`config.mk`:
```
export PLATFORM = sky130hd
export DESIGN_NAME = kf_mul
export DESIGN_NICKNAME = d
export VERILOG_FILES = /design/src/sv/kf_pkg.sv /design/src/sv/kf_mul.sv
export SDC_FILE = /design/constraint.sdc
export NUM_CORES = 2
export LEC_CHECK = 0
export ABC_AREA = 1
export BUFFER_PORTS_ARGS = -buffer_cell sky130_fd_sc_hd__buf_2
export CORE_ASPECT_RATIO = 1.25
export CORE_UTILIZATION = 67
export DETAILED_ROUTE_END_ITERATION = 10
export PLACE_DENSITY = 0.85
export SYNTH_ARGS = -nofsm -noshare
export SYNTH_HDL_FRONTEND = slang
export SYNTH_SLANG_ARGS = --single-unit
```
`constraint.sdc`:
```
create_clock -name clk -period 7.7 [get_ports clk]
set_input_delay 0.385 -clock clk [delete_from_list [all_inputs] [get_ports clk]]
set_output_delay 0.385 -clock clk [all_outputs]
set_load 0.005 [all_outputs]
```
`src/sv/kf_pkg.sv`:
```
// Shared types, constants and saturation helpers for the joint angle Kalman filter.
// No dependencies; imported by every module of the block.
`default_nettype none
package kf_pkg;

  typedef logic signed [31:0] q_t;     // Q16.16 value
  typedef logic signed [47:0] prod_t;  // Q32.16 product, floor-shifted
  typedef logic signed [49:0] wide_t;  // headroom for short sums
  typedef logic signed [32:0] var_t;   // innovation variance, exact

  localparam int DivBits = 48;         // dividend is |num| << 16
  localparam int CntW = 6;

  localparam wide_t QMax = 50'sd2147483647;
  localparam wide_t QMin = -50'sd2147483648;

  function automatic wide_t ext32(q_t v);
    return {{18{v[31]}}, v};
  endfunction

  function automatic wide_t ext48(prod_t v);
    return {{2{v[47]}}, v};
  endfunction

  function automatic q_t sat32(wide_t v);
    q_t r;
    if (v > QMax) begin
      r = 32'sh7fffffff;
    end else if (v < QMin) begin
      r = 32'sh80000000;
    end else begin
      r = v[31:0];
    end
    return r;
  endfunction

endpackage
`default_nettype wire

```
`src/sv/kf_mul.sv`:
```
// Shared signed 32x32 multiplier with registered Q32.16 result (floor shift).
// Depends on kf_pkg.
`default_nettype none
module kf_mul import kf_pkg::*; (
  input  logic  clk,
  input  q_t    a,
  input  q_t    b,
  output prod_t prod
);

  logic signed [63:0] full;

  assign full = a * b;

  // arithmetic drop of 16 fraction bits is floor rounding
  always_ff @(posedge clk) begin
    prod <= full[63:16];
  end

endmodule
`default_nettype wire

```
==> results.yml <==
outcome:
  status: "completed"
sta:
  timing.final.hold_violations: 0
  tightest_hold_margin_ns: 1.07
  slew_viol_final: 0
  layout_min_cycle_time_ns: 7.34
  setup_repair_after_global_routing_missed_its_margin: "false"
  fmax_mhz: 136
  slew_headroom_pct: 44.6
  finalSetupViolations: 0
  fraction_of_the_cycle_the_final_worst_path_needs_pct: 95.3
  worst_margin_slew_ns: 0.831
  finalSetupTns_ns: 0
critical_path:
  largest_stage_delay_on_the_critical_path_ns: 0.72
  worstSetupPathDepth: 23
  crit_path_max_fanout: 27
  worstPathCellList: "buf_2, nand2_1, fa_1, fa_1, fa_1, inv_1, fa_1, fa_1, fa_1, inv_1, fa_1, inv_1, fa_1, ha_1, nand2_1, nor2_1, inv_1, nor2_1, nand2_1, nor3_1, nand2_1, nand3_1, nand2_1"
  worst-path-buf-inv: 5
  worst_path_dominant_cell_family: "adder cells"
  start_kind: "input pin"
  timing.critical_path.mode_cell: "sky130_fd_sc_hd__fa_1"
  worstSetupPathType: "in2reg"
  critPathCapture: "prod[41]"
  slowest_stage: "sky130_fd_sc_hd__fa_1"
  timing.critical_path.from: "b[9]"
  setup.worst_path.end_class: "flop"
  crit_path_arrival_time_ns: 7.53
  worst_path_required_time_ns: 7.89
finish:
  drive_above_1_share_pct: 5.20
  postLayoutCoreUtil_pct: 71.5
  finalNetCount: 6325
  largest_register_ffs: 48
  syn_to_final_growth_pct: 4.92
  layout_top_registers: "prod: 48 flops"
  top_register: "prod"
placed_design:
  port_buffers: 112
  gp_congestion: 0.983
  detailed_place_hpwl_mm: 96.7
synth:
  mapped_cell_area_sq_um: 39100
  yosysTopAreaCell: "sky130_fd_sc_hd__fa_1"
  synth.distinct_cells: 29
  synth.top_cells.by_area: "sky130_fd_sc_hd__fa_1 55%, sky130_fd_sc_hd__inv_1 16%, sky130_fd_sc_hd__nand2_1 13%"
  synth.top_cell.area_share_pct: 55.4
  synth_seq_cells: 48
  mappedNetlistNets: 6278
  yosysWarningCount: 0
  synth_area_per_cell_sq_um: 7.89
  syn-instance-count: 4952
  synth_seq_area_share_pct: 2.46
floorplan:
  die_width_um: 218
  dieArea_sq_um: 59300
  placement_rows: 98
  pin_count: 113
  dieHeight_um: 272
  initial_core_util_pct: 68.1
  coreArea_sq_um: 57400
routing:
  drt_iter0_drc: 2344
  drt_first_pass_iters: 6
  drc: 0
  drt-vias-per-instance: 5.49
  drt-total-wl_mm: 110
  detail_route.wl_per_cell_um: 19.1
  vias: 31600
  ant_nets: 0
cts:
  cts.htree.levels: 2
  cts_made_buffers: 5
  cts-resized-gates: 0
  cts_max_path_buffers: 2
  holdBufCountCts: 0
  post_cts_buffers: 0
  clkSinkCount: 48
  clock-root-buffer: "sky130_fd_sc_hd__clkbuf_16"
  tritoncts: "yes"
  path_clk_slew_ns: 0.07
worst_hold_path:
  hp-class: "reg2out"
global_routing:
  grt_start_max_net_pins: 33
  global_route_wire_length_before_repair_mm: 180
  number_of_antenna_violations_at_the_first_check_in_global_routing: 7
  gr-usage-all-layers_pct: 39.6
  grt_pass1_vias: 35000
  overflow: 0
flow_run:
  drv.max_cap_violation_count: 0
-- worst min path at each step --
stage | startpoint | to | slack (ns) | depth (start not counted)
floorplan | prod[0] | prod[0] | 0.67 | 0
global placement | prod[21] | prod[21] | 0.76 | 1
detailed placement | prod[36] | prod[36] | 0.76 | 1
CTS | prod[15] | prod[15] | 1.08 | 1
global route | prod[21] | prod[21] | 1.09 | 1
finish | prod[15] | prod[15] | 1.07 | 1
-- logic make-up after synthesis --
family | after synthesis | synth area share [%]
fa+ha+maj | 1261 | 61.1
buf+inv | 1827 | 17.5
xor+xnor | 33 | 0.739
flops | 48 | 2.46
compound gates | 138 | 1.88
simple gates | 1645 | 16.3
-- per-layer routing --
metal | global-route usage, % | routed length [um] | up-vias
met5 | 0 | 13 | -
met4 | 26.4 | 9210 | 2
met3 | 5.77 | 9060 | 586
met2 | 68.0 | 55500 | 1752
met1 | 46.0 | 36200 | 15700
li1 | - | - | 13600
-- stage by stage --
| step | area (sq um) | setup slack, ns | cells |
|---|---|---|---|
| floorplan | 39100 | 0.660 | 4952 |
| global placement | 40800 | 0.245 | 5742 |
| detailed placement | 40800 | 0.127 | 5742 |
| CTS | 41000 | 0.441 | 5750 |
| global route | 41000 | 0.0711 | 5753 |
| finish | 41000 | 0.358 | 5754 |
-- layout make-up --
class / count / area, sq um
Antenna cell: 4 / 10.0
Clock buffer: 5 / 125
Fill cell: 4354 / 16400
Clock inverter: 3 / 46.3
Sequential cell: 48 / 961
Tap cell: 750 / 938
Timing Repair Buffer: 232 / 1520
Multi-Input combinational cell: 3077 / 31300
Inverter: 1635 / 6140
-- synth_stat cells --
library cell               instances
sky130_fd_sc_hd__inv_2             1
sky130_fd_sc_hd__o21ai_0          38
sky130_fd_sc_hd__xnor2_1           8
sky130_fd_sc_hd__o21bai_1         12
sky130_fd_sc_hd__xor2_1           25
sky130_fd_sc_hd__nand2_2           4
sky130_fd_sc_hd__nor4_2            2
sky130_fd_sc_hd__buf_1             1
sky130_fd_sc_hd__dfxtp_1          48
sky130_fd_sc_hd__o21ai_1           1
sky130_fd_sc_hd__inv_1          1633
sky130_fd_sc_hd__fa_1           1081
sky130_fd_sc_hd__clkbuf_1        191
sky130_fd_sc_hd__clkinv_1          1
sky130_fd_sc_hd__nand4_1          11
sky130_fd_sc_hd__nand3b_1          3
sky130_fd_sc_hd__nor3_1            9
sky130_fd_sc_hd__o21a_1            3
sky130_fd_sc_hd__nor2_2            3
sky130_fd_sc_hd__or2_2             8
sky130_fd_sc_hd__nor4_1            2
sky130_fd_sc_hd__nor2_1          160
sky130_fd_sc_hd__nor3_2            2
sky130_fd_sc_hd__a21oi_1          81
sky130_fd_sc_hd__a21o_1            2
sky130_fd_sc_hd__a21boi_0          1
sky130_fd_sc_hd__nand3_1          47
sky130_fd_sc_hd__nand2_1        1394
sky130_fd_sc_hd__ha_1            180
-- layout by cell type (no fill, tap or decap), drive strengths merged --
master and count:
clkbuf 5, a21boi 1, dfxtp 48, o21bai 12, or2 8, a21oi 81
nand4 11, nor2 163, inv 1635, clkinv 1, o21a 3, bufinv 1
xnor2 8, a21o 2, buf 232, diode 4, nand3b 3, nand3 47
xor2 25, nand2 1398, ha 180, fa 1081, nor3 11, nor4 4
clkinvlp 1, o21ai 39
Power is not shown: default switching activity piles up to over one toggle a cycle in this logic, so the estimate is an artifact.
