`src/sv/kf_pkg.sv`:
```
// Shared types, constants and saturation helpers for the joint angle Kalman filter.
// No dependencies; imported by every module of the block.
`default_nettype none
package kf_pkg;

  typedef logic signed [31:0] q_t;     // Q16.16 value
  typedef logic signed [47:0] prod_t;  // Q32.16 product, floor-shifted
  typedef logic signed [49:0] wide_t;  // headroom for short sums
  typedef logic signed [32:0] var_t;   // innovation variance, exact

  localparam int DivBits = 48;         // dividend is |num| << 16
  localparam int CntW = 6;

  localparam wide_t QMax = 50'sd2147483647;
  localparam wide_t QMin = -50'sd2147483648;

  function automatic wide_t ext32(q_t v);
    return {{18{v[31]}}, v};
  endfunction

  function automatic wide_t ext48(prod_t v);
    return {{2{v[47]}}, v};
  endfunction

  function automatic q_t sat32(wide_t v);
    q_t r;
    if (v > QMax) begin
      r = 32'sh7fffffff;
    end else if (v < QMin) begin
      r = 32'sh80000000;
    end else begin
      r = v[31:0];
    end
    return r;
  endfunction

endpackage
`default_nettype wire

```
`src/sv/kf_div.sv`:
```
// Iterative restoring divider for the Kalman gains: (num * 65536) / den,
// truncated toward zero, saturated; zero when den is not positive. Depends on kf_pkg.
`default_nettype none
module kf_div import kf_pkg::*; (
  input  logic clk,
  input  logic rst,
  input  logic start,
  input  q_t   num,
  input  var_t den,
  output logic done,
  output q_t   quot
);

  logic [DivBits-1:0] dvd;
  logic [31:0]        rem;
  logic [31:0]        dsr;
  logic [CntW-1:0]    cnt;
  logic               busy;
  logic               neg;
  logic               zero;

  logic [32:0] num_ext;
  logic [32:0] num_mag;
  logic [32:0] rem_sh;
  logic [32:0] rem_sub;
  logic        ge;

  assign num_ext = {num[31], num};
  assign num_mag = num[31] ? (33'd0 - num_ext) : num_ext;
  assign rem_sh  = {rem, dvd[DivBits-1]};
  assign rem_sub = rem_sh - {1'b0, dsr};
  assign ge      = rem_sh >= {1'b0, dsr};

  always_ff @(posedge clk) begin
    if (rst) begin
      busy <= 1'b0;
      done <= 1'b0;
    end else begin
      done <= !start && busy && cnt == CntW'(DivBits - 1);
      if (start) begin
        busy <= 1'b1;
      end else if (busy && cnt == CntW'(DivBits - 1)) begin
        busy <= 1'b0;
      end
    end
  end

  always_ff @(posedge clk) begin
    if (start) begin
      dvd  <= {num_mag[31:0], 16'd0};
      rem  <= '0;
      dsr  <= den[31:0];
      cnt  <= '0;
      neg  <= num[31];
      zero <= (den[32] || den == '0);
    end else if (busy) begin
      rem <= ge ? rem_sub[31:0] : rem_sh[31:0];
      dvd <= {dvd[DivBits-2:0], ge};
      cnt <= cnt + CntW'(1);
    end
  end

  always_comb begin
    if (zero) begin
      quot = '0;
    end else if (neg) begin
      if (dvd > DivBits'(64'd2147483648)) begin
        quot = 32'sh80000000;
      end else begin
        quot = q_t'(32'd0 - dvd[31:0]);
      end
    end else begin
      if (dvd > DivBits'(64'd2147483647)) begin
        quot = 32'sh7fffffff;
      end else begin
        quot = dvd[31:0];
      end
    end
  end

endmodule
`default_nettype wire

```
`config.mk`:
```
export PLATFORM = sky130hd
export DESIGN_NAME = kf_div
export DESIGN_NICKNAME = d
export VERILOG_FILES = /design/src/sv/kf_pkg.sv /design/src/sv/kf_div.sv
export SDC_FILE = /design/constraint.sdc
export NUM_CORES = 1
export LEC_CHECK = 0
export BUFFER_PORTS_ARGS = -buffer_cell sky130_fd_sc_hd__buf_2
export CAP_MARGIN = 20
export CELL_PAD_IN_SITES_DETAIL_PLACEMENT = 0
export CELL_PAD_IN_SITES_GLOBAL_PLACEMENT = 1
export CORE_MARGIN = 10
export CORE_UTILIZATION = 30
export CTS_BUF_LIST = sky130_fd_sc_hd__clkbuf_4
export CTS_CLUSTER_DIAMETER = 60
export DETAILED_ROUTE_END_ITERATION = 12
export MAX_ROUTING_LAYER = met4
export PLACE_DENSITY_LB_ADDON = 0.08
export SLEW_MARGIN = 20
export SYNTH_ARGS = -nofsm -noshare
export SYNTH_HDL_FRONTEND = slang
export SYNTH_SLANG_ARGS = --single-unit
```
`constraint.sdc`:
```
create_clock -name clk -period 3.6 [get_ports clk]
set_input_delay 0.72 -clock clk [delete_from_list [all_inputs] [get_ports clk]]
set_output_delay 0.72 -clock clk [all_outputs]
set_load 0.02 [all_outputs]
```
==> run summary, run 1 <==
The synthesized area per cell was 8.74 µm². Data on the critical path is required at its endpoint by 2.88 ns. Clock period minus final worst setup slack: 3.92 ns.

The die is 184 µm tall. The number of antenna violations at the first check in global routing is 1. For the number of sinks driven by the clock tree, the log shows 122. Setup violations remaining at the end of the flow were counted as 32. The total area inside the core boundary comes to 26200 µm². The leading cell type in the layout, fill and taps excluded is sky130_fd_sc_hd__nor2_1. The via count of the first global-routing pass is 7465, and the detailed placement HPWL is 18600 µm.

Endpoint of the worst-slack reg-to-reg timing path: rem[11]. The leakage power total is 4.13 nW. The floorplan step defined a die boundary enclosing 33800 µm². The clock network latency to the later pin of the worst-skew pair is 0.54 ns.

Compared with the post-synthesis result, the final layout area differs by 25.9%. CTS built an H-tree with a depth of 4. Global-route usage over all layers: 15.6%.

The die width was 184 µm. The register bit count reported by yosys was 122; the number of ports placed on the die boundary was 101. The worst hold path belongs to the class input port to register. The most used flip-flop cell after synthesis is sky130_fd_sc_hd__edfxtp_1. TritonCTS built the clock tree.

The max-capacitance violation count is 0. For this configuration, the core starts out at a cell density of 30.7%. The critical path class is register to output port. The run gives 5 as the iteration count of the initial detailed-routing pass.

Clock tree synthesis selected as its root buffer the cell sky130_fd_sc_hd__clkbuf_4. The worst setup path is captured at an output port. The logs give 7355 for the total via count after detailed routing and 1164 for the number of nets in the layout.

The run gives -0.319 ns as the minimum setup slack in the final design. The number of placement rows was 59; the data arrival time at the worst-slack endpoint was 3.20 ns. Post-route cell area: 10100 µm². Dividing the detail-routed via count by the number of cells gives 5.22. Clock buffer count from CTS: 17. In this run the remaining antenna-violating nets after routing total 0. After routing, the total negative slack on setup checks comes to -8.14 ns. Of all nets on the critical path, the largest fanout is 4. The count of input and output buffers was 100; the ratio of cells with drive above 1 in the final layout was 25.1%.

In the layout the commonest cells are sky130_fd_sc_hd__nor2_1 (101), sky130_fd_sc_hd__nand2_1 (79), sky130_fd_sc_hd__buf_4 (77), sky130_fd_sc_hd__buf_2 (71), sky130_fd_sc_hd__edfxtp_1 (66). Global routing finished with a remaining overflow of 0. The aggregate routed wire length is 25400 µm.

The tools report the number of pins exceeding their max-slew limit in the final report as 0. The worst setup path is launched from a register. On the final layout, the worst clock skew is 0.0304 ns. The actual slew at the worst max-slew pin was 0.727 ns. The final reports fail on setup timing. Setup repair after global routing could not meet its margin everywhere. The tools report the count of endpoints failing hold in the final timing report as 0. Synthesis produced a netlist whose cell count is 921. Instance area after placement: 9210 µm².

The net count of the mapped netlist is 1025. The fmax came out at 255 MHz. The capture point of the worst path is quot[15].

After detailed routing, the average wire length per cell comes to 18.1 µm. Sequential elements use 38.5% of the synthesized area. The path depth of the worst reg2reg path came out at 11. The run gives 71 as the pin count of the biggest net entering global routing. The run finished, with violations left. At the end of routability-driven placement, the weighted congestion stood at 0.778. Measured against its own limit, the worst slew margin works out to 51.5%. The fraction of registers with async set or reset after synthesis was 0%.

The critical path starts at dvd[1]. For the total DRC errors in the routed layout, the log shows 0. The origin of the worst min-delay path was den[14].

Clock-pin slew was measured on the worst setup and hold paths at 0.13 ns. The synthesized netlist occupies a cell area of 8050 µm². The count of flip-flops with a built-in enable after synthesis was 66.

The tools report the highest ir drop seen on vdd as 0.194 mV. Synthesis instantiated 68 different standard cells from the library. After layout, the worst path uses 109% of the clock period.

The tools report the register-to-register path setup slack as 0.33 ns. The DRC marker count from the first detailed-route iteration is 376, and the power density over the cells is 355 nW/µm². The worst reg2reg path startpoint is dsr[28]. For the warning count from the yosys run, the log shows 0. The run gives 41000 µm as the first-pass GRT wire length.

After clock tree synthesis, the flow added hold-fix buffers numbering 0. For the number of buffers on the longest clock path, the log shows 2.
==> synthesized netlist by cell type (all sizes together) (7+ instances only) <==
library cell	number	share of area, %
nor4	17	1.5
nand2	80	3.8
ha	35	5.4
inv	51	2.4
nand3	8	0.56
nor2b	12	0.93
or3	10	0.84
nor3b	7	0.85
nand2b	8	0.62
nor2	112	5.3
a21o	8	0.75
nand4	16	1.2
clkbuf	36	1.7
mux2i	23	2.9
o31ai	9	0.84
dfxtp	56	14
a211oi	18	1.7
nor3	22	1.5
a21oi	59	3.7
buf	14	0.87
xor2	17	1.8
a22o	40	4.4
a31oi	18	1.4
o21ai	46	2.9
xnor2	41	4.5
edfxtp	66	25
a311oi	19	2.1
o22ai	7	0.54
==> kinds of logic after synthesis <==
logic type | count (synthesis) | share of synthesized area (%)
xor gates and xnor gates | 58 | 6.31
adders and majority gates | 36 | 5.69
buffers and inverters | 102 | 4.97
DFF | 122 | 38.5
muxes | 24 | 3.00
and+or+nand+nor | 311 | 18.9
AOI/OAI and AO/OA | 268 | 22.6
==> area by class of cell <==
| class | count | area, µm² |
|---|---|---|
| diodes | 1 | 2.50 |
| clock buffers | 18 | 135 |
| clock inverters | 14 | 171 |
| fillers | 2737 | 16100 |
| inverters | 52 | 195 |
| multi-input cells | 698 | 4900 |
| flip-flops and latches | 122 | 3110 |
| well taps | 335 | 419 |
| repair buffers | 169 | 1200 |
==> sequential cells by signal, summed over array words and instances, names as in the netlist <==
name / flops
dsr: 32
rem: 32
neg: 1
cnt: 6
busy: 1
dvd: 48
done: 1
zero: 1
==> metal layers <==
layer	share of wire, %	global-route usage [%]	vias up	routed length, µm
met2	45	23.1	124	11400
met4	0.76	2.98	0	194
met5	0	-	-	0
met3	2.8	2.89	12	715
li1	-	-	3703	-
met1	52	21.7	3516	13100
==> critical path: stages (launching register included) <==
cell and delay (ns):
sky130_fd_sc_hd__dfxtp_2 0.35, sky130_fd_sc_hd__buf_4 0.14, sky130_fd_sc_hd__nor3_4 0.24, sky130_fd_sc_hd__nand3_4 0.14, sky130_fd_sc_hd__or3_4 0.37, sky130_fd_sc_hd__or3_4 0.36, sky130_fd_sc_hd__or3_4 0.38, sky130_fd_sc_hd__nor3_4 0.22
sky130_fd_sc_hd__a21oi_1 0.10, sky130_fd_sc_hd__o22ai_2 0.20, sky130_fd_sc_hd__nor2_4 0.04, sky130_fd_sc_hd__buf_6 0.13
==> worst min-delay path by stage <==
stage | endpoint | depth (start not counted)
2_1_floorplan | rem[31] | 2
3_3_place_gp | rem[31] | 2
3_5_place_dp | rem[31] | 2
4_1_cts | dsr[14] | 1
5_1_grt | dsr[11] | 1
6_report | dsr[14] | 1
==> per-stage QoR <==
stage	instances	worst slack [ns]	hold WS [ns]	util (%)	total power [mW]
2_1_floorplan	921	-0.112	0.443	-	2.17
3_3_place_gp	1358	0.0790	0.470	35.1	2.47
3_5_place_dp	1358	-0.0644	0.468	35.1	2.47
4_1_cts	1405	-0.459	0.288	38.1	3.64
5_1_grt	1409	-0.526	0.271	38.7	3.81
6_report	1409	-0.319	0.364	38.7	3.60
==> timing repair <==
| item | in CTS | in global routing |
|---|---|---|
| pin swaps | 15 | 16 |
| resized for setup | 90 | 24 |
| endpoints found under the setup margin | 32 | 32 |
| setup buffers | 15 | 3 |
| cloned | 1 | 0 |
==> where the power goes <==
group	internal, mW	leakage [nW]	total [mW]	switching, mW
clock network	0.493	0.160	1.08	0.590
logic	0.372	2.85	0.857	0.484
registers	1.57	1.13	1.66	0.0869
No activity file was read; power rests on OpenSTA's default activity.
==> inputs of run 2 (changes only) <==
--- a/config.mk
+++ b/config.mk
@@ -5,6 +5,7 @@
 export SDC_FILE = /design/constraint.sdc
 export NUM_CORES = 1
 export LEC_CHECK = 0
+export ABC_CLOCK_PERIOD_IN_PS = 3600
 export BUFFER_PORTS_ARGS = -buffer_cell sky130_fd_sc_hd__buf_2
 export CAP_MARGIN = 20
 export CELL_PAD_IN_SITES_DETAIL_PLACEMENT = 0
@@ -15,7 +16,7 @@
 export CTS_CLUSTER_DIAMETER = 60
 export DETAILED_ROUTE_END_ITERATION = 12
 export MAX_ROUTING_LAYER = met4
-export PLACE_DENSITY_LB_ADDON = 0.08
+export PLACE_DENSITY_LB_ADDON = 0.1
 export SLEW_MARGIN = 20
 export SYNTH_ARGS = -nofsm -noshare
 export SYNTH_HDL_FRONTEND = slang
==> run 2 against run 1 <==
The run still ends with setup timing left. Critical endpoint is now quot[4]. First-iteration DRC count up 19%. Largest cell class unchanged. Critical path depth is 1 lower. Design area down 0.75%. Largest power group unchanged. Via count shrank 0.54%.
==> run summary, run 2 (same netlist as run 1, synthesis figures left out) <==
The run finished, with violations left. The final reports fail on setup timing. The end point of the most critical hold path is busy. The path depth of the worst reg2reg path is 12 (+1), and the number of placement rows is 59 (unchanged). The tools report the placeable core region as 26200 µm² (unchanged).

The logs give 2 (unchanged) for the number of buffers on the longest clock path and 38.4% (-0.29 points) for the utilization after layout. The clock network latency to the later pin of the worst-skew pair was 0.53 ns (about the same); the highest net fanout along the worst path was 7 (+3). The min-delay analysis places its worst path in the category input port to register.

Flip-flop and latch area: 3110 µm² (about the same). The detailed placement HPWL was 18700 µm (+0.65%); the actual slew at the worst max-slew pin was 0.715 ns (-0.0125 ns). The worst hold path begins at rst. The largest registers in the layout are dvd x48, dsr x32, rem x32. For the area of combinational cells with multiple inputs, the log shows 4910 µm² (+0.18%). Leaving out fill and tap cells, the most frequent cells in the layout are sky130_fd_sc_hd__nor2_1 (102), sky130_fd_sc_hd__buf_4 (82), sky130_fd_sc_hd__nand2_1 (79), sky130_fd_sc_hd__buf_2 (73), sky130_fd_sc_hd__edfxtp_1 (66). The tools report the number of setup violations in the final report as 32 (unchanged). The tools report the total via count after detailed routing as 7315 (-0.54%).

The part of the cycle the worst path needs was 107% (-1.6 points). The leading cell type in the layout, fill and taps excluded is sky130_fd_sc_hd__nor2_1. Setup repair after global routing could not meet its margin everywhere.

The full die area was 33800 µm² (unchanged). Power density over the cells: 361 nW/µm² (+1.6%). The max-capacitance violation count was 0 (unchanged); the post-route cell area was 10100 µm² (-0.75%).

The via count of the first global-routing pass is 7205 (-3.5%), and the DRC marker count from the first detailed-route iteration is 449 (+19%). Register-to-register path setup slack: 0.30 ns (-0.03 ns). Type of destination of the critical path: an output port. For the global-route congestion overflow total, the log shows 0 (unchanged). The fmax is 259 MHz (+1.5%), and the number of placed instances with taps included is 1364 (+0.44%). The logs give 40100 µm (-2.1%) for the first-pass GRT wire length and 122 (unchanged) for the number of sinks driven by the clock tree. The clock buffer count from CTS was 17 (unchanged). The iteration count of the initial detailed-routing pass was 5 (unchanged); the leakage power total was 4.13 nW (-0.19%). The run gives 51.9% (+0.39 points) as the worst relative slew slack.

The clock skew after layout is 0.0276 ns (-0.00277 ns), and the ratio of cells with drive above 1 in the final layout is 24.0% (-1.0 points). The critical path class was register to output port. The height of the chip came out at 184 µm (unchanged). The pre-CTS worst setup slack came out at 0.112 ns (+0.177 ns). The logs give 1409 (unchanged) for the final instance count without filler cells and 0 (unchanged) for the number of pins exceeding their max-slew limit in the final report. Number of nets with antenna violations after detailed routing: 0 (unchanged). The register clock-pin slew on the reported worst setup and hold paths is 0.13 ns (about the same). The count of input and output buffers is 100 (unchanged), and the aggregate routed wire length is 25700 µm (+0.82%). The clock period minus final worst setup slack is 3.86 ns (-0.0570 ns). Element type at the critical path start: a register. The tools report the count of filler cells inserted in the layout as 2692 (-1.6%).

The worst register-to-register path begins at dvd[47]. The global-route usage over all layers was 15.3% (-0.28 points). The number of antenna violations at the first check in global routing was 1 (unchanged).

The final worst hold slack is 0.351 ns (-0.0127 ns), and the minimum setup slack in the final design is -0.262 ns (+0.0570 ns). The count of endpoints failing hold in the final timing report came out at 0 (unchanged). The pin count of the biggest net entering global routing came out at 49 (-31%). The post-route total power was 3.63 mW (+0.88%).

The run gives 30.7% (unchanged) as the starting density of the core. The root buffer cell was sky130_fd_sc_hd__clkbuf_4. The number of ports placed on the die boundary was 101 (unchanged).

Total negative slack for setup checks: -6.10 ns (+2.03 ns). The instance area after placement was 9230 µm² (+0.22%). The detail-routed net length per standard cell is 18.2 µm (+0.82%).

The data arrival time at the worst-slack endpoint came out at 3.14 ns (-0.06 ns). The register with the most flip-flops in the final layout is dvd. The tools report the highest ir drop seen on vdd as 0.187 mV (-3.9%). The die width was 184 µm (unchanged).

The number of flip-flops in the largest register came out at 48 (unchanged). The area growth from synthesis to layout was 24.9%. The average vias per placed instance was 5.19 (-0.54%); the deepest level of the CTS H-tree was 4 (unchanged). The number of nets in the layout came out at 1164 (unchanged).

The endpoint required time on the critical path was 2.88 ns (about the same). The total DRC errors in the routed layout was 0 (unchanged); the hold-critical path depth was 2 (+1). The placer congestion estimate is 0.838 (+7.7%).

TritonCTS built the clock tree. In this run the critical register-to-register path is captured at rem[28].
-- run 2: cell types whose count changed in the layout (fill, tap and decap cells not counted), sizes merged --
cell | before | now
clkbuf | 18 | 21
buf | 169 | 167
bufinv | 3 | 4
a31o | 4 | 6
inv | 53 | 51
clkinv | 8 | 7
clkinvlp | 2 | 1
-- run 2: timing repair --
| action | 4_1_cts | 5_1_grt |
|---|---|---|
| setup endpoints to repair | 32 | 32 |
| gates cloned | 3 | 0 |
| buffers inserted | 9 | 2 |
| pin swaps | 14 | 7 |
| hold buffers | 0 | 0 |
| gates resized for setup | 63 | 35 |
-- run 2: cell type report --
| cell class | instances | share of cell area, % |
|---|---|---|
| clock buffers | 21 | 1.57 |
| repair buffers | 167 | 11.1 |
| multi-input cells | 700 | 48.8 |
| flip-flops and latches | 122 | 30.9 |
| diodes | 1 | 0.0249 |
| clock inverters | 11 | 1.53 |
| inverters | 52 | 1.94 |
| well taps | 335 | 4.17 |
-- run 2: critical path, stage by stage (launching register included) --
cell and delay (ns):
sky130_fd_sc_hd__dfxtp_2 0.35, sky130_fd_sc_hd__nor4_4 0.38, sky130_fd_sc_hd__nand3_2 0.19, sky130_fd_sc_hd__nor3b_4 0.22, sky130_fd_sc_hd__nand2_1 0.10, sky130_fd_sc_hd__or3_4 0.35, sky130_fd_sc_hd__nor3_4 0.17, sky130_fd_sc_hd__nand2_4 0.11
sky130_fd_sc_hd__a31o_4 0.31, sky130_fd_sc_hd__a311oi_1 0.24, sky130_fd_sc_hd__buf_2 0.20
-- run 2: worst max-delay path by stage --
stage | slack (ns) | cells past startpoint | end | startpoint
global route | -0.48 | 10 | quot[4] | dvd[8]
finish | -0.26 | 10 | quot[4] | dvd[8]
detailed placement | 0.11 | 12 | quot[22] | dvd[0]
CTS | -0.32 | 10 | quot[29] | dvd[8]
global placement | 0.19 | 8 | quot[22] | dvd[27]
floorplan | -0.11 | 13 | quot[20] | dvd[0]
-- run 2: metal layers --
| metal | global-route usage, % | part of all wire, % | vias up |
|---|---|---|---|
| li1 | - | - | 3711 |
| met1 | 21.6 | 52 | 3457 |
| met2 | 22.7 | 45 | 134 |
| met3 | 2.25 | 2.7 | 13 |
| met4 | 3.05 | 0.64 | 0 |
| met5 | - | 0 | - |
-- run 2: power by group --
part / internal [mW] / switching [mW]
Clock: 0.573 / 0.554
Combinational: 0.362 / 0.490
Sequential: 1.57 / 0.0795
Total: 2.51 / 1.12
==> inputs of run 3 (changes only) <==
--- a/config.mk
+++ b/config.mk
@@ -5,6 +5,7 @@
 export SDC_FILE = /design/constraint.sdc
 export NUM_CORES = 1
 export LEC_CHECK = 0
+export ABC_AREA = 1
 export ABC_CLOCK_PERIOD_IN_PS = 3600
 export BUFFER_PORTS_ARGS = -buffer_cell sky130_fd_sc_hd__buf_2
 export CAP_MARGIN = 20
@@ -16,7 +17,7 @@
 export CTS_CLUSTER_DIAMETER = 60
 export DETAILED_ROUTE_END_ITERATION = 12
 export MAX_ROUTING_LAYER = met4
-export PLACE_DENSITY_LB_ADDON = 0.1
+export PLACE_DENSITY = 0.62
 export SLEW_MARGIN = 20
 export SYNTH_ARGS = -nofsm -noshare
 export SYNTH_HDL_FRONTEND = slang
==> run 3 against run 2 <==
The flow now finishes without violations. Total power fell by 12%. Critical path depth up 4. Via count rose by 25%. Flip-flop and latch count did not move. Cell count up 38%. Combinational power shrank 24%.
==> run summary, run 3 <==
The flow ran to the end, and the final reports show no timing, DRC or antenna violations. Power density over the cells: 302 nW/µm² (-16%). The count of input and output buffers is 100 (unchanged). The top cell family by delay on the critical path was simple AND/OR/NAND/NOR gates. Minimum setup slack in the final design: 0.158 ns (+0.420 ns). The part of the cycle the worst path needs was 95.6% (-12 points). In the layout the commonest cells are sky130_fd_sc_hd__nand2_1 (407), sky130_fd_sc_hd__inv_1 (231), sky130_fd_sc_hd__nor2_1 (135), sky130_fd_sc_hd__nand3_1 (124), sky130_fd_sc_hd__buf_2 (99).

The run gives 0 (unchanged) as the number of pins exceeding their max-slew limit in the final report. Walking the worst path, the cells encountered are inv_2, ha_1, inv_1, nor3_4, inv_2, nor2_4, nand2_2, nor2_1, o21ai_2, nand2_4, buf_12, nand2_8, a21oi_1, buf_2. The max-capacitance violation count is 0 (unchanged). The leakage power total was 5.26 nW (+27%). The full die area is 38300 µm² (+13%), and the number of buffers on the longest clock path is 2 (unchanged). The clock network latency to the later pin of the worst-skew pair came out at 0.56 ns (+0.03 ns). The height of the chip was 196 µm (+6.5%). Ranked by total cell area, the synthesized netlist is headed by sky130_fd_sc_hd__edfxtp_1 (21%), sky130_fd_sc_hd__nand2_1 (17%), sky130_fd_sc_hd__dfxtp_1 (12%). The library cell used most frequently in the layout, excluding fill and tap cells, is sky130_fd_sc_hd__nand2_1. The number of flip-flops in the largest register was 48 (unchanged).

TritonCTS built the clock tree. Starting density of the core: 30.4% (-0.34 points). The run gives 0 (unchanged) as the count of endpoints failing hold in the final timing report. The tools report the root buffer cell as sky130_fd_sc_hd__clkbuf_4. The total via count after detailed routing was 9176 (+25%); the adder-cell area share of the yosys netlist was 4.94% (-0.75 points). The logs give 101 (unchanged) for the number of ports placed on the die boundary and 9270 µm² (+15%) for the summed instance area of the synthesized netlist. The tools report the placer congestion estimate as 0.873 (+4.1%).

The cell that appears most often on the critical path is sky130_fd_sc_hd__inv_2. The clock period minus final worst setup slack was 3.44 ns (-0.420 ns). The slowest stage cell on the critical path was sky130_fd_sc_hd__dfxtp_1.

Delay of the slowest cell on the worst path: 0.34 ns (-0.04 ns). For this run, the leading register cell type out of synthesis is sky130_fd_sc_hd__edfxtp_1. The most common cell in the synthesized netlist is sky130_fd_sc_hd__nand2_1. The register clock-pin slew on the reported worst setup and hold paths is 0.12 ns (about the same), and the global-route usage over all layers is 16.0% (+0.67 points). Placeable core region: 30500 µm² (+16%). The worst hold path class was input port to register. The average vias per placed instance came out at 4.73 (-8.8%). The run gives 613 (+37%) as the DRC marker count from the first detailed-route iteration. By count the netlist is led by sky130_fd_sc_hd__nand2_1 (409), sky130_fd_sc_hd__inv_1 (234), sky130_fd_sc_hd__nor2_1 (140), sky130_fd_sc_hd__nand3_1 (124), sky130_fd_sc_hd__o21ai_0 (72). The worst relative slew slack is 50.7% (-1.2 points), and the highest ir drop seen on vdd is 0.144 mV (-23%). For the fmax, the log shows 291 MHz (+12%). The combinational family with the most area after synthesis was simple AND/OR/NAND/NOR gates. The global-route congestion overflow total came out at 0 (unchanged).

The run gives 1421 (+54%) as the number of standard cells after synthesis. The area share of the leading cell type in the synthesized netlist was 21.4% (-3.2 points). The logs give 1629 (+40%) for the number of nets in the layout and 0.580 ns (+0.468 ns) for the pre-CTS worst setup slack.

The largest registers in the layout are dvd x48, dsr x32, rem x32. The pin count of the biggest net entering global routing was 51 (+4.1%). The via count of the first global-routing pass is 9259 (+29%), and the number of antenna violations at the first check in global routing is 5 (+4). The post-route total power is 3.21 mW (-12%). The clock buffer count from CTS came out at 17 (unchanged). The iteration count of the initial detailed-routing pass is 5 (unchanged).

The detail-routed net length per standard cell was 15.7 µm (-14%); the area growth from synthesis to layout was 14.6%. The deepest level of the CTS H-tree was 4 (unchanged); the first-pass GRT wire length was 48400 µm (+21%). The warning count from the yosys run is 0 (unchanged), and the number of nets with antenna violations after detailed routing is 0 (unchanged). The area of combinational cells with multiple inputs was 5160 µm² (+5.2%).

Detailed placement HPWL: 23600 µm (+26%). The register with the most flip-flops in the final layout is dvd. The unique cell type count in the Yosys netlist was 42 (-38%); the clock skew after layout was 0.0328 ns (+0.00516 ns). For the flip-flop and latch area, the log shows 3100 µm² (-0.12%). The compound-gate portion of the synthesized area is 10.8% (-12 points).

The count of filler cells inserted in the layout was 3411 (+27%). The highest net fanout along the worst path is 6 (-1). The proportion of synthesized chip area in sequential cells is 33.5% (-5.1 points), and the total DRC errors in the routed layout is 0 (unchanged).

STA classifies the critical path endpoint as an output port. Fraction of registers with async set or reset after synthesis: 0% (unchanged). The combined buffer and inverter count along the critical path was 5 (+4).

The XOR/XNOR share of the synthesized area came out at 2.17% (-4.1 points). The endpoint required time on the critical path is 2.88 ns (about the same), and the simple-gate portion of the synthesized area is 36.8% (+18 points). The total negative slack for setup checks is 0 ns (+6.10 ns), and the register bit count reported by yosys is 122 (unchanged). The die width was 196 µm (+6.5%); the data arrival time at the worst-slack endpoint was 2.72 ns (-0.42 ns). The aggregate routed wire length came out at 30400 µm (+19%). The post-synthesis mux area share is 0% (-3.0 points). The tools report the number of setup violations in the final report as 0 (-100%).

The critical path in this run is classified as register to output port. The number of sinks driven by the clock tree is 122 (unchanged), and the synthesized area per cell is 6.52 µm² (-25%). The biggest area contributor in the post-synthesis netlist is sky130_fd_sc_hd__edfxtp_1.

The run gives 64 (+8.5%) as the number of placement rows. The ratio of cells with drive above 1 in the final layout was 13.1% (-11 points); the actual slew at the worst max-slew pin was 0.733 ns (+0.0179 ns). STA classifies the critical path startpoint as a register. The count of flip-flops with a built-in enable after synthesis is 66 (unchanged).

The net count of the mapped netlist was 1525 (+49%).
run 3: cell types whose count changed in the layout (fill, tap and decap cells not counted), moves of 22 or more:
cell,before,now
sky130_fd_sc_hd__nor2_1,102,135
sky130_fd_sc_hd__mux2i_1,23,0
sky130_fd_sc_hd__o21ai_0,46,72
sky130_fd_sc_hd__nand3_1,6,124
sky130_fd_sc_hd__a22o_1,40,1
sky130_fd_sc_hd__nand2_1,79,407
sky130_fd_sc_hd__buf_4,82,14
sky130_fd_sc_hd__o22ai_1,6,28
sky130_fd_sc_hd__buf_2,73,99
sky130_fd_sc_hd__inv_1,50,231
sky130_fd_sc_hd__xnor2_1,41,13
run 3: layout make-up:
class | instances | area share [%]
multi-input cells | 1025 | 48.6
flip-flops and latches | 122 | 29.2
inverters | 242 | 8.55
repair buffers | 117 | 6.33
well taps | 396 | 4.66
clock buffers | 18 | 1.27
clock inverters | 14 | 1.24
diodes | 5 | 0.118
run 3: final timing paths:
kind / start / to / slack (ns) / depth (start not counted)
worst max-delay path: dvd[0] / quot[24] / 0.16 / 14
worst min register to register: rem[31] / rem[31] / 0.48 / 2
worst min-delay path: den[10] / dsr[10] / 0.36 / 1
worst max register to register: dsr[30] / rem[26] / 1.04 / 12
run 3: kinds of logic (layout without fill, tap and decap cells):
family,count (synthesis),in the layout
AO/OA/AOI/OAI,187,187
XOR/XNOR,23,23
adder cells (fa/ha/maj),36,36
buffers and inverters,276,391
flip-flops,122,122
other,0,5
AND/OR/NAND/NOR,777,779
run 3: layer usage:
metal	GRT usage, %	share of wire (%)	vias to the layer above	wire length [µm]
li1	-	-	4810	-
met1	19.5	47	4153	14300
met2	26.5	48	185	14500
met3	2.64	3.6	28	1100
met4	4.67	1.7	0	505
met5	-	0	-	0
run 3: through the flow:
step / instance area, µm² / util [%] / cells / hold WS [ns]
global placement: 10200 / 33.3 / 1893 / 0.459
detailed placement: 10200 / 33.3 / 1893 / 0.465
finish: 10600 / 34.8 / 1939 / 0.356
CTS: 10400 / 34.2 / 1925 / 0.279
floorplan: 9270 / - / 1421 / 0.444
global route: 10600 / 34.8 / 1939 / 0.286
run 3: report_power, final:
group / total (mW) / switching, mW / leakage, nW / internal, mW
Sequential: 1.59 / 0.0431 / 1.12 / 1.55
Clock: 0.967 / 0.561 / 0.130 / 0.406
Combinational: 0.644 / 0.436 / 4.01 / 0.208
run 3: what timing repair did:
item,4_1_cts,5_1_grt
gates resized for setup,1,17
pin swaps,0,3
setup endpoints to repair,4,30
hold buffers,0,0
setup buffers,0,7
cloned,0,2
